File: src/hw/rtl/pcan_pkg.sv
// Package for the pixel class argmax normalizer.
// Holds the register map, the stream field widths and the packing offsets.
// No dependencies.
package pcan_pkg;

    // Configuration register byte addresses
    localparam logic [2:0] REG_NUM_BACKGROUND = 3'd0;
    localparam logic [2:0] REG_NUM_CHANNELS   = 3'd4;

    // Reset values of the registers
    localparam logic [2:0] NUM_BACKGROUND_RST = 3'd5;
    localparam logic [3:0] NUM_CHANNELS_RST   = 4'd8;

    // Stream field geometry
    localparam int IN_LANES   = 8;
    localparam int IN_FIELD_W = 16;
    localparam int NUM_LABELS = 8;
    localparam int LABEL_W    = 3;
    localparam int OUT_W      = 16;
    localparam int IN_DATA_W  = IN_LANES * IN_FIELD_W;
    // label + win confidence + 8 probabilities = 147 bits, padded to 152
    localparam int OUT_USED_W = LABEL_W + (NUM_LABELS + 1) * OUT_W;
    localparam int OUT_DATA_W = ((OUT_USED_W + 7) / 8) * 8;
    localparam int WIN_LSB    = LABEL_W;
    localparam int PROB_LSB   = LABEL_W + OUT_W;

    typedef logic [LABEL_W-1:0] t_label;
    typedef logic [OUT_W-1:0]   t_out_field;

endpackage

File: src/hw/rtl/pcan_div.sv
// Pipelined restoring divider lane: floor(num * 2^CONF_WIDTH / den), saturated.
// One quotient bit per stage; num never exceeds den. Depends on pcan_pkg.
module pcan_div #(
    parameter int CONF_WIDTH = 16
) (
    input  logic                      i_clk,
    input  logic                      i_en,
    input  logic [CONF_WIDTH+2:0]     i_num,
    input  logic [CONF_WIDTH+2:0]     i_den,
    output pcan_pkg::t_out_field      o_quot
);

    localparam int SW    = CONF_WIDTH + 3;
    localparam int STG   = CONF_WIDTH + 1;

    logic [SW-1:0]         r_rem [STG];
    logic [SW-1:0]         r_den [STG];
    logic [STG-1:0]        r_q   [STG];
    logic [CONF_WIDTH-1:0] res;

    genvar k;
    generate
        for (k = 0; k < STG; k++) begin : g_stage
            logic [SW:0]   rem_in;
            logic [SW:0]   diff;
            logic [SW-1:0] den_in;
            logic [STG-1:0] q_in;
            logic          ge;

            if (k == 0) begin : g_first
                assign rem_in = {1'b0, i_num};
                assign den_in = i_den;
                assign q_in   = '0;
            end else begin : g_next
                assign rem_in = {r_rem[k-1], 1'b0};
                assign den_in = r_den[k-1];
                assign q_in   = r_q[k-1];
            end

            assign ge   = rem_in >= {1'b0, den_in};
            assign diff = rem_in - {1'b0, den_in};

            always_ff @(posedge i_clk) begin
                if (i_en) begin
                    r_rem[k] <= ge ? diff[SW-1:0] : rem_in[SW-1:0];
                    r_den[k] <= den_in;
                    r_q[k]   <= {q_in[STG-2:0], ge};
                end
            end
        end
    endgenerate

    // Full share saturates; zero denominator gives zero
    always_comb begin
        if (r_den[STG-1] == '0) begin
            res = '0;
        end else if (r_q[STG-1][CONF_WIDTH]) begin
            res = '1;
        end else begin
            res = r_q[STG-1][CONF_WIDTH-1:0];
        end
    end

    generate
        if (CONF_WIDTH >= pcan_pkg::OUT_W) begin : g_trunc
            assign o_quot = res[pcan_pkg::OUT_W-1:0];
        end else begin : g_ext
            assign o_quot = {{(pcan_pkg::OUT_W-CONF_WIDTH){1'b0}}, res};
        end
    endgenerate

endmodule

File: config.mk
export PLATFORM = sky130hd
export DESIGN_NAME = pcan_div
export DESIGN_NICKNAME = d
export VERILOG_FILES = /design/src/hw/rtl/pcan_pkg.sv /design/src/hw/rtl/pcan_div.sv
export SDC_FILE = /design/constraint.sdc
export NUM_CORES = 1
export LEC_CHECK = 0
export BUFFER_PORTS_ARGS = -buffer_cell sky130_fd_sc_hd__buf_2
export CORE_ASPECT_RATIO = 1.1
export CORE_UTILIZATION = 51
export CTS_BUF_LIST = sky130_fd_sc_hd__clkbuf_8
export DETAILED_ROUTE_END_ITERATION = 16
export PLACE_DENSITY_LB_ADDON = 0.05
export SYNTH_ARGS = -nofsm -noshare
export SYNTH_HDL_FRONTEND = slang
export SYNTH_SLANG_ARGS = --single-unit
File: constraint.sdc
create_clock -name i_clk -period 5 [get_ports i_clk]
set_input_delay 0.25 -clock i_clk [delete_from_list [all_inputs] [get_ports i_clk]]
set_output_delay 0.25 -clock i_clk [all_outputs]
set_load 0.01 [all_outputs]
# Yosys cells after proc, flatten, opt, wreduce, memory -nomap -nowiden
# Memories as Yosys holds them, arrays and structs flattened.
# Cells that the tools add are included.
# W data, S select, Z words.
dict set report totals {
  regBits 0
  latch_bits 0
  ram_bits 935
  rom_bits 0
  inputBits 40
  output_inout_bits 16
  wordCells 59
  n_memories 3
}
dict set report op_classes {
  add_sub_neg 17
  n_mul 0
  div_mod_pow 0
  order_cmp 17
  n_eq_ne 0
  shifts 0
  n_mux 21
  n_bitwise 0
  reduce_logical 1
}
# name words width read_ports rd_ports_with_merged_regs write_ports line
set mem_list {}
lappend mem_list {r_den 17 19 17 0 17 pcan_div.sv:17} ;# logic [SW-1:0] r_den [STG];
lappend mem_list {r_rem 17 19 16 0 17 pcan_div.sv:16} ;# logic [SW-1:0] r_rem [STG];
lappend mem_list {r_q 17 17 17 0 17 pcan_div.sv:18} ;# logic [STG-1:0] r_q [STG];
# operator count
set op_table {}
lappend op_table {{$mux W19} 17}
lappend op_table {{$sub A19 B19 Y19} 17}
lappend op_table {{$ge A20 B19 Y1} 16}
lappend op_table {{$mux W16} 2}
lappend op_table {{$ge A19 B19 Y1} 1}
lappend op_table {{$logic_not A19 Y1} 1}
lappend op_table {{$mux W1} 2}

# Longest topological paths before layout
# Gate-level depths: netlist of run 1.
# An unclocked memory read counts as a cell.
dict set report logic_depth {
  depth_word 3
  mapped_depth 13
  depth_no_buf 12
}

# Least setup slack after synthesis of run 1
# Ideal clock, no wire load.
dict set report synth_timing {
  path_type {register to register}
  start {mem r_rem[0][190] (netlist bit)}
  end {mem r_rem[0][210] (netlist bit) (data pin)}
  setup_time_ns 0.260
  arrival_ns 2.640
  slack_ns 2.100
  stages_incl_launch_ff 11
  n_path_buf 1
  path_cell_list {edfxtp_1 -> fa_1 -> a21o_1 -> a21o_1 -> a21oi_1 -> o21ai_1 -> a21o_1 -> o211ai_1 -> a21o_1 -> buf_2 -> mux2_2}
}
# element line
set synth_lines {}
lappend synth_lines {{start, declared} pcan_div.sv:16}

==> results.sh, run 1 <==
export IMPL_status="finished, final reports clean"
export IMPL_hold_violations=0
export IMPL_worstHoldPathType="in -> reg"
export IMPL_p_leak_nw=19.1
export IMPL_synth_cells=3649
export IMPL_via_per_inst=5.68
export IMPL_hold_slack_ns=0.189
export IMPL_critPathCaptureType="register"
export IMPL_grt_antenna_before_repair=2
export IMPL_stdcell_count=4997
export IMPL_fin_tns_setup_ns=0
export IMPL_drc=0
export IMPL_intPower_mw=18.2
export IMPL_track_usage=0.229
export IMPL_highest_layer="met4"
export IMPL_core_area_um2=83200
export IMPL_fillerInstances=6949
export IMPL_reg2reg_depth=9
export IMPL_grt_first_pass_wirelength_um=153000
export IMPL_path_clk_slew_ns=0.07
export IMPL_place_inst=4721
export IMPL_syn_nets=4027
export IMPL_net_switching_power_mw=10.7
export IMPL_synth_area_top_cells="edfxtp_1 55%, ha_1 9.4%, mux2_2 3.9%, inv_1 3.4%, a21oi_1 3.1%"
export IMPL_slew_violations=0
export IMPL_cts_sinks=780
export IMPL_die_h_um=306
export IMPL_cellPowerDensity_nw_per_um2=613
export IMPL_r2r_end="r_rem[0][246]$_DFFE_PP_"
export IMPL_async_flop_share=0
export IMPL_synth_ff_type="edfxtp_1"
export IMPL_power_frac_comb=0.440
export IMPL_yosys_area_top_type="edfxtp_1"
export IMPL_synth_top_area_frac=0.547
export IMPL_tritoncts="yes"
export IMPL_rrSetupSlack_ns=1.24
export IMPL_design_area_um2=47300
export IMPL_fin_crit_sh=0.753
export IMPL_first_pass_iters=6
export IMPL_synth_edf_count=780
export IMPL_clk_latency_ns=0.80
export IMPL_critPathMaxFanout=31
export IMPL_ctsRootBufferMaster="clkbuf_8"
export IMPL_final_min_clock_period_ns=3.76
export IMPL_htreeDepth=4
export IMPL_ys_warn_count=0
export IMPL_critical_path_cell_chain="fa_1, a211oi_1, o21bai_1, a31oi_1, o21bai_1, o2111ai_1, a22o_1, inv_1, mux2_2"
export IMPL_grt_ovfl_total=0
export IMPL_synth_area_um2=42800
export IMPL_setup_violations=0
export IMPL_place_gp_congestion=0.908
export IMPL_path_class="reg -> reg"
export IMPL_maxSlewHeadroom=0.0270
export IMPL_wl_met2_um=46700
export IMPL_die_area_um2=85100
export IMPL_fin_skew_ns=0.0323
export IMPL_slowest_stage="a22o_1"
export IMPL_dpl_cell_area_um2=44300
export IMPL_post_drt_wl_per_cell_um=19.3
export IMPL_antenna_left=0
export IMPL_vias=28400
export IMPL_start_util=0.514
export IMPL_power_clock_fraction=0.192
export IMPL_grt_max_degree=161
export IMPL_ios=56
export IMPL_io_buffers=55
export IMPL_startpoint="r_rem[0][209]$_SDFFCE_PN0P_"
export IMPL_required_ns=5.52
export IMPL_rsz0062_at_grt="false"
export IMPL_max_freq_mhz=266
export IMPL_hpwl_um=69900
export IMPL_cts_buffer_depth=3
export IMPL_num_rows=111
export IMPL_synth_cell_types=79
export IMPL_yosysSeqAreaShare=0.547
export IMPL_crit_top_cell="o21bai_1"
export IMPL_endpoint="r_rem[0][246]$_DFFE_PP_"
export IMPL_critical_path_arrival_ns=4.29
export IMPL_nNetsFinal=4204
export IMPL_worst_pin_slew_ns=1.46
export IMPL_p_total_mw=29.0
export IMPL_vdd_ir_drop_max_uv=250
export IMPL_p_sw_frac=0.371
export IMPL_syn2layout_area_growth_pct=10.5
export IMPL_first_global_vias=28600
export IMPL_totalWireLength_um=96400
export IMPL_post_cts_resized=0
export IMPL_wl_met1_um=42500
export IMPL_synth_avg_cell_area_um2=11.7
export IMPL_die_w_um=278
export IMPL_numCtsBuffers=137
export IMPL_start_kind="register"
export IMPL_slowest_delay_ns=0.87
export IMPL_max_cap_violations=0
export IMPL_dr_wl_met3_um=4370
export IMPL_r2r_start="r_rem[0][209]$_SDFFCE_PN0P_"
export IMPL_drive_above_1_share=0.108
export IMPL_initialDrtViolationCount=2074
export IMPL_seq_power_share=0.368
export IMPL_ys_ff_latch=780
export IMPL_min_delay_path_depth=2
## cells in the mapped netlist (13+ instances only)
library cell / n
a21oi_1: 269
and3_1: 25
nor2b_1: 32
a31oi_1: 29
a211oi_1: 34
o2111ai_1: 13
nand2b_1: 38
nand2_1: 226
o21bai_1: 34
o211ai_1: 23
inv_1: 384
or3_1: 17
o31ai_1: 15
buf_2: 20
edfxtp_1: 780
nand4_1: 33
clkbuf_1: 54
o21a_1: 35
nor2_1: 212
xnor2_1: 152
ha_1: 322
and2_1: 18
nand3_1: 61
a21o_1: 110
xor2_1: 93
fa_1: 16
nor3_1: 50
nor4_1: 16
o21ai_0: 228
mux2_2: 149
## per-layer routing
layer	track usage	vias up
li1	-	13800
met1	0.297	13700
met2	0.383	657
met3	0.0407	185
met4	0.0867	0
met5	0	-
## stage by stage
stage / util / setup slack [ns]
detailed placement: 0.533 / 1.31
CTS: 0.568 / 1.26
global route: 0.568 / 0.850
global placement: 0.533 / 1.36
floorplan: - / 2.10
finish: 0.568 / 1.24
## layout by cell type (no fill, tap or decap), types with 9 or more instances in the layout
| cell | instances |
|---|---|
| a211o_1 | 12 |
| a211oi_1 | 34 |
| a21o_1 | 110 |
| a21oi_1 | 268 |
| a221oi_1 | 9 |
| a31oi_1 | 28 |
| and2_1 | 18 |
| and3_1 | 25 |
| buf_2 | 54 |
| buf_4 | 14 |
| clkbuf_8 | 139 |
| clkinv_1 | 28 |
| clkinv_2 | 13 |
| dlygate4sd3_1 | 39 |
| edfxtp_1 | 780 |
| fa_1 | 16 |
| ha_1 | 322 |
| inv_1 | 420 |
| mux2_2 | 149 |
| nand2_1 | 226 |
| nand2b_1 | 38 |
| nand3_1 | 61 |
| nand4_1 | 33 |
| nor2_1 | 212 |
| nor2b_1 | 32 |
| nor3_1 | 50 |
| nor4_1 | 15 |
| o2111ai_1 | 13 |
| o211ai_1 | 23 |
| o21a_1 | 35 |
| o21ai_0 | 226 |
| o21bai_1 | 34 |
| o31a_1 | 11 |
| o31ai_1 | 15 |
| o41ai_1 | 9 |
| or3_1 | 17 |
| xnor2_1 | 152 |
| xor2_1 | 93 |
## flip-flops by register name, indices dropped and copies added (netlist names)
signal,count
r_den,323
r_rem,304
r_q,153
## kinds of logic (layout without fill, tap and decap cells)
logic type	Yosys count	after routing	synth area share
other	0	2	0
adder cells (fa/ha/maj)	338	338	0.102
AND/OR/NAND/NOR	771	771	0.0858
flip-flops	780	780	0.547
AO/OA/AOI/OAI	896	896	0.132
XOR/XNOR	245	245	0.0501
buffers and inverters	459	732	0.0410
multiplexers	160	160	0.0420
## power groups by stage
stage          registers [mW]  logic (mW)  clock network [mW]
5_1_grt                  10.8        14.2                6.03
2_1_floorplan            10.2        9.89                   0
3_3_place_gp             10.8        12.3                   0
6_report                 10.7        12.7                5.56
3_5_place_dp             10.8        12.6                   0
4_1_cts                  10.7        12.7                5.74
## timing repair
item,in CTS,in global routing
hold endpoints to repair,110,0
setup endpoints to repair,0,0
buffers inserted,0,0
hold buffers,39,0
## worst min-delay path by stage
| stage | endpoint | from | slack, ns |
|---|---|---|---|
| 3_3_place_gp | r_q[1][128]$_DFFE_PP_ | r_q[1][110]$_DFFE_PP_ | 0.40 |
| 2_1_floorplan | r_den[0][0]$_DFFE_PP_ | i_den[0] | 0.35 |
| 6_report | r_den[0][12]$_DFFE_PP_ | i_den[12] | 0.19 |
| 3_5_place_dp | r_q[0][70]$_DFFE_PP_ | r_q[0][52]$_DFFE_PP_ | 0.40 |
| 4_1_cts | r_den[0][12]$_DFFE_PP_ | i_den[12] | 0.11 |
| 5_1_grt | r_den[0][12]$_DFFE_PP_ | i_den[12] | 0.13 |
## cell type report
cell class,instances,area (µm²),area share
well taps,1073,1340,0.0284
diodes,2,5.00,0.000106
repair buffers,113,881,0.0186
clock buffers,139,1910,0.0405
flip-flops and latches,780,23400,0.496
clock inverters,96,603,0.0128
multi-input cells,2410,17700,0.374
inverters,384,1440,0.0305
## critical path: cells and delay by family, from the launching register on
family | cells | cell delay [ns]
flops | 1 | 0.44
fa+ha+maj | 1 | 0.50
mux | 1 | 0.33
buf+inv | 1 | 0.23
compound gates | 6 | 1.99
No activity file was read; power rests on OpenSTA's default activity.
==> inputs of run 2 (changes only) <==
- clock period: 5 -> 3.1 ns (I/O delays scaled with it)
==> run 2 against run 1 <==
Combinational power up 88%. Routed wire length up 5.0%. Critical path type unchanged. Sequential share of layout area down 2.8 points. First-iteration DRC count up 7.4%. Largest power group unchanged. Cell count up 5.4%. Critical path depth up 1.
==> results.sh, run 2 (synthesis results as in run 1) <==
export IMPL_status="finished, final reports clean"
export IMPL_vias=29400
export IMPL_cts_sinks=780
export IMPL_hpwl_um=74400
export IMPL_drc=0
export IMPL_layout_common_cells="780 x edfxtp_1, 414 x inv_1, 318 x ha_1"
export IMPL_maxSlewHeadroom=0.532
export IMPL_first_global_vias=29200
export IMPL_fin_crit_sh=0.993
export IMPL_initialDrtViolationCount=2227
export IMPL_path_class="reg -> reg"
export IMPL_hp_start="i_den[5]"
export IMPL_die_area_um2=85100
export IMPL_dpl_cell_area_um2=46200
export IMPL_htreeDepth=4
export IMPL_die_w_um=278
export IMPL_worstHoldPathType="in -> reg"
export IMPL_drive_above_1_share=0.183
export IMPL_slew_violations=0
export IMPL_max_cap_violations=0
export IMPL_pre_cts_slack_ns=-0.353
export IMPL_p_leak_nw=20.6
export IMPL_largest_register="r_den"
export IMPL_design_area_um2=50100
export IMPL_syn2layout_area_growth_pct=17.0
export IMPL_grt_first_pass_wirelength_um=157000
export IMPL_critPathMaxFanout=7
export IMPL_final_min_clock_period_ns=3.08
export IMPL_hold_slack_ns=0.131
export IMPL_nNetsFinal=4463
export IMPL_grt_ovfl_total=0
export IMPL_path_clk_slew_ns=0.06
export IMPL_vdd_ir_drop_max_uv=504
export IMPL_ios=56
export IMPL_cts_buffer_depth=3
export IMPL_post_drt_wl_per_cell_um=19.2
export IMPL_post_route_util=0.602
export IMPL_largestRegisters="r_den: 323 flops, r_rem: 304 flops, r_q: 153 flops"
export IMPL_clk_latency_ns=0.77
export IMPL_hold_violations=0
export IMPL_place_gp_congestion=0.898
export IMPL_tritoncts="yes"
export IMPL_first_pass_iters=6
export IMPL_die_h_um=306
export IMPL_setup_slack_ns=0.0218
export IMPL_final_common_cell="edfxtp_1"
export IMPL_track_usage=0.234
export IMPL_r2r_start="r_den[0][114]$_DFFE_PP_"
export IMPL_critPathCaptureType="register"
export IMPL_num_rows=111
export IMPL_via_per_inst=5.58
export IMPL_startpoint="r_den[0][114]$_DFFE_PP_"
export IMPL_antenna_left=0
export IMPL_cellPowerDensity_nw_per_um2=995
export IMPL_numCtsBuffers=135
export IMPL_grt_max_degree=104
export IMPL_required_ns=3.61
export IMPL_totalWireLength_um=101000
export IMPL_fin_skew_ns=0.0357
export IMPL_critical_path_arrival_ns=3.59
export IMPL_start_util=0.514
export IMPL_ctsRootBufferMaster="clkbuf_8"
export IMPL_core_area_um2=83200
export IMPL_largest_reg_flops=323
export IMPL_max_freq_mhz=325
export IMPL_worst_pin_slew_ns=0.699
export IMPL_io_buffers=55
export IMPL_rsz0062_at_grt="true"
export IMPL_start_kind="register"
export IMPL_setup_violations=0
export IMPL_grt_antenna_before_repair=2
==> run 2: power by group <==
group	total, mW	internal [mW]	leakage (nW)	switching [mW]
combinational	23.9	11.4	11.6	12.5
sequential	17.1	15.5	7.63	1.63
clock	8.77	4.56	1.40	4.21
==> run 2: routing by layer <==
metal / vias up / part of all wire / wire (µm) / global-route usage
li1: 14300 / - / - / -
met1: 14300 / 0.46 / 46100 / 0.316
met2: 615 / 0.49 / 49300 / 0.392
met3: 140 / 0.042 / 4230 / 0.0377
met4: 0 / 0.016 / 1630 / 0.0603
met5: - / 0 / 0 / 0
==> run 2: worst max-delay path, stage by stage (launching register included) <==
cell	delay [ns]
edfxtp_1	0.42
inv_2	0.09
fa_2	0.43
a211o_1	0.32
a21oi_2	0.20
o21ai_2	0.12
a211oi_2	0.31
o221ai_2	0.16
a31oi_4	0.25
buf_6	0.16
mux2_2	0.37
==> run 2: area by class of cell <==
class,instances,area [µm²]
multi-input cells,2411,18200
clock inverters,100,546
well taps,1073,1340
flip-flops and latches,780,23400
fillers,6778,33100
inverters,384,1440
diodes,3,7.51
clock buffers,141,1940
repair buffers,373,3160
==> run 2: what timing repair did <==
action                     CTS  global route
setup endpoints to repair  163           182
setup buffers                8            27
resized for setup           29            95
pin swaps                    8            36
hold endpoints to repair    81             0
cloned                       1             6
hold buffers                39             0
==> run 2: path summary, 6_finish.rpt <==
kind,to,slack (ns),depth (start not counted)
worst max-delay path,r_rem[0][134]$_DFFE_PP_,0.02,10
worst min-delay path,r_den[0][5]$_DFFE_PP_,0.13,2
worst max register to register,r_rem[0][134]$_DFFE_PP_,0.02,10
worst min register to register,r_q[1][78]$_DFFE_PP_,0.41,0
==> run 2: stage by stage <==
| stage | setup TNS (ns) | power (mW) | instances |
|---|---|---|---|
| floorplan | 0 | 32.4 | 3649 |
| global placement | -8.57 | 39.1 | 4940 |
| detailed placement | -17.06 | 39.5 | 4940 |
| CTS | 0 | 48.9 | 5229 |
| global route | -1.31 | 53.3 | 5265 |
| finish | 0 | 49.8 | 5265 |
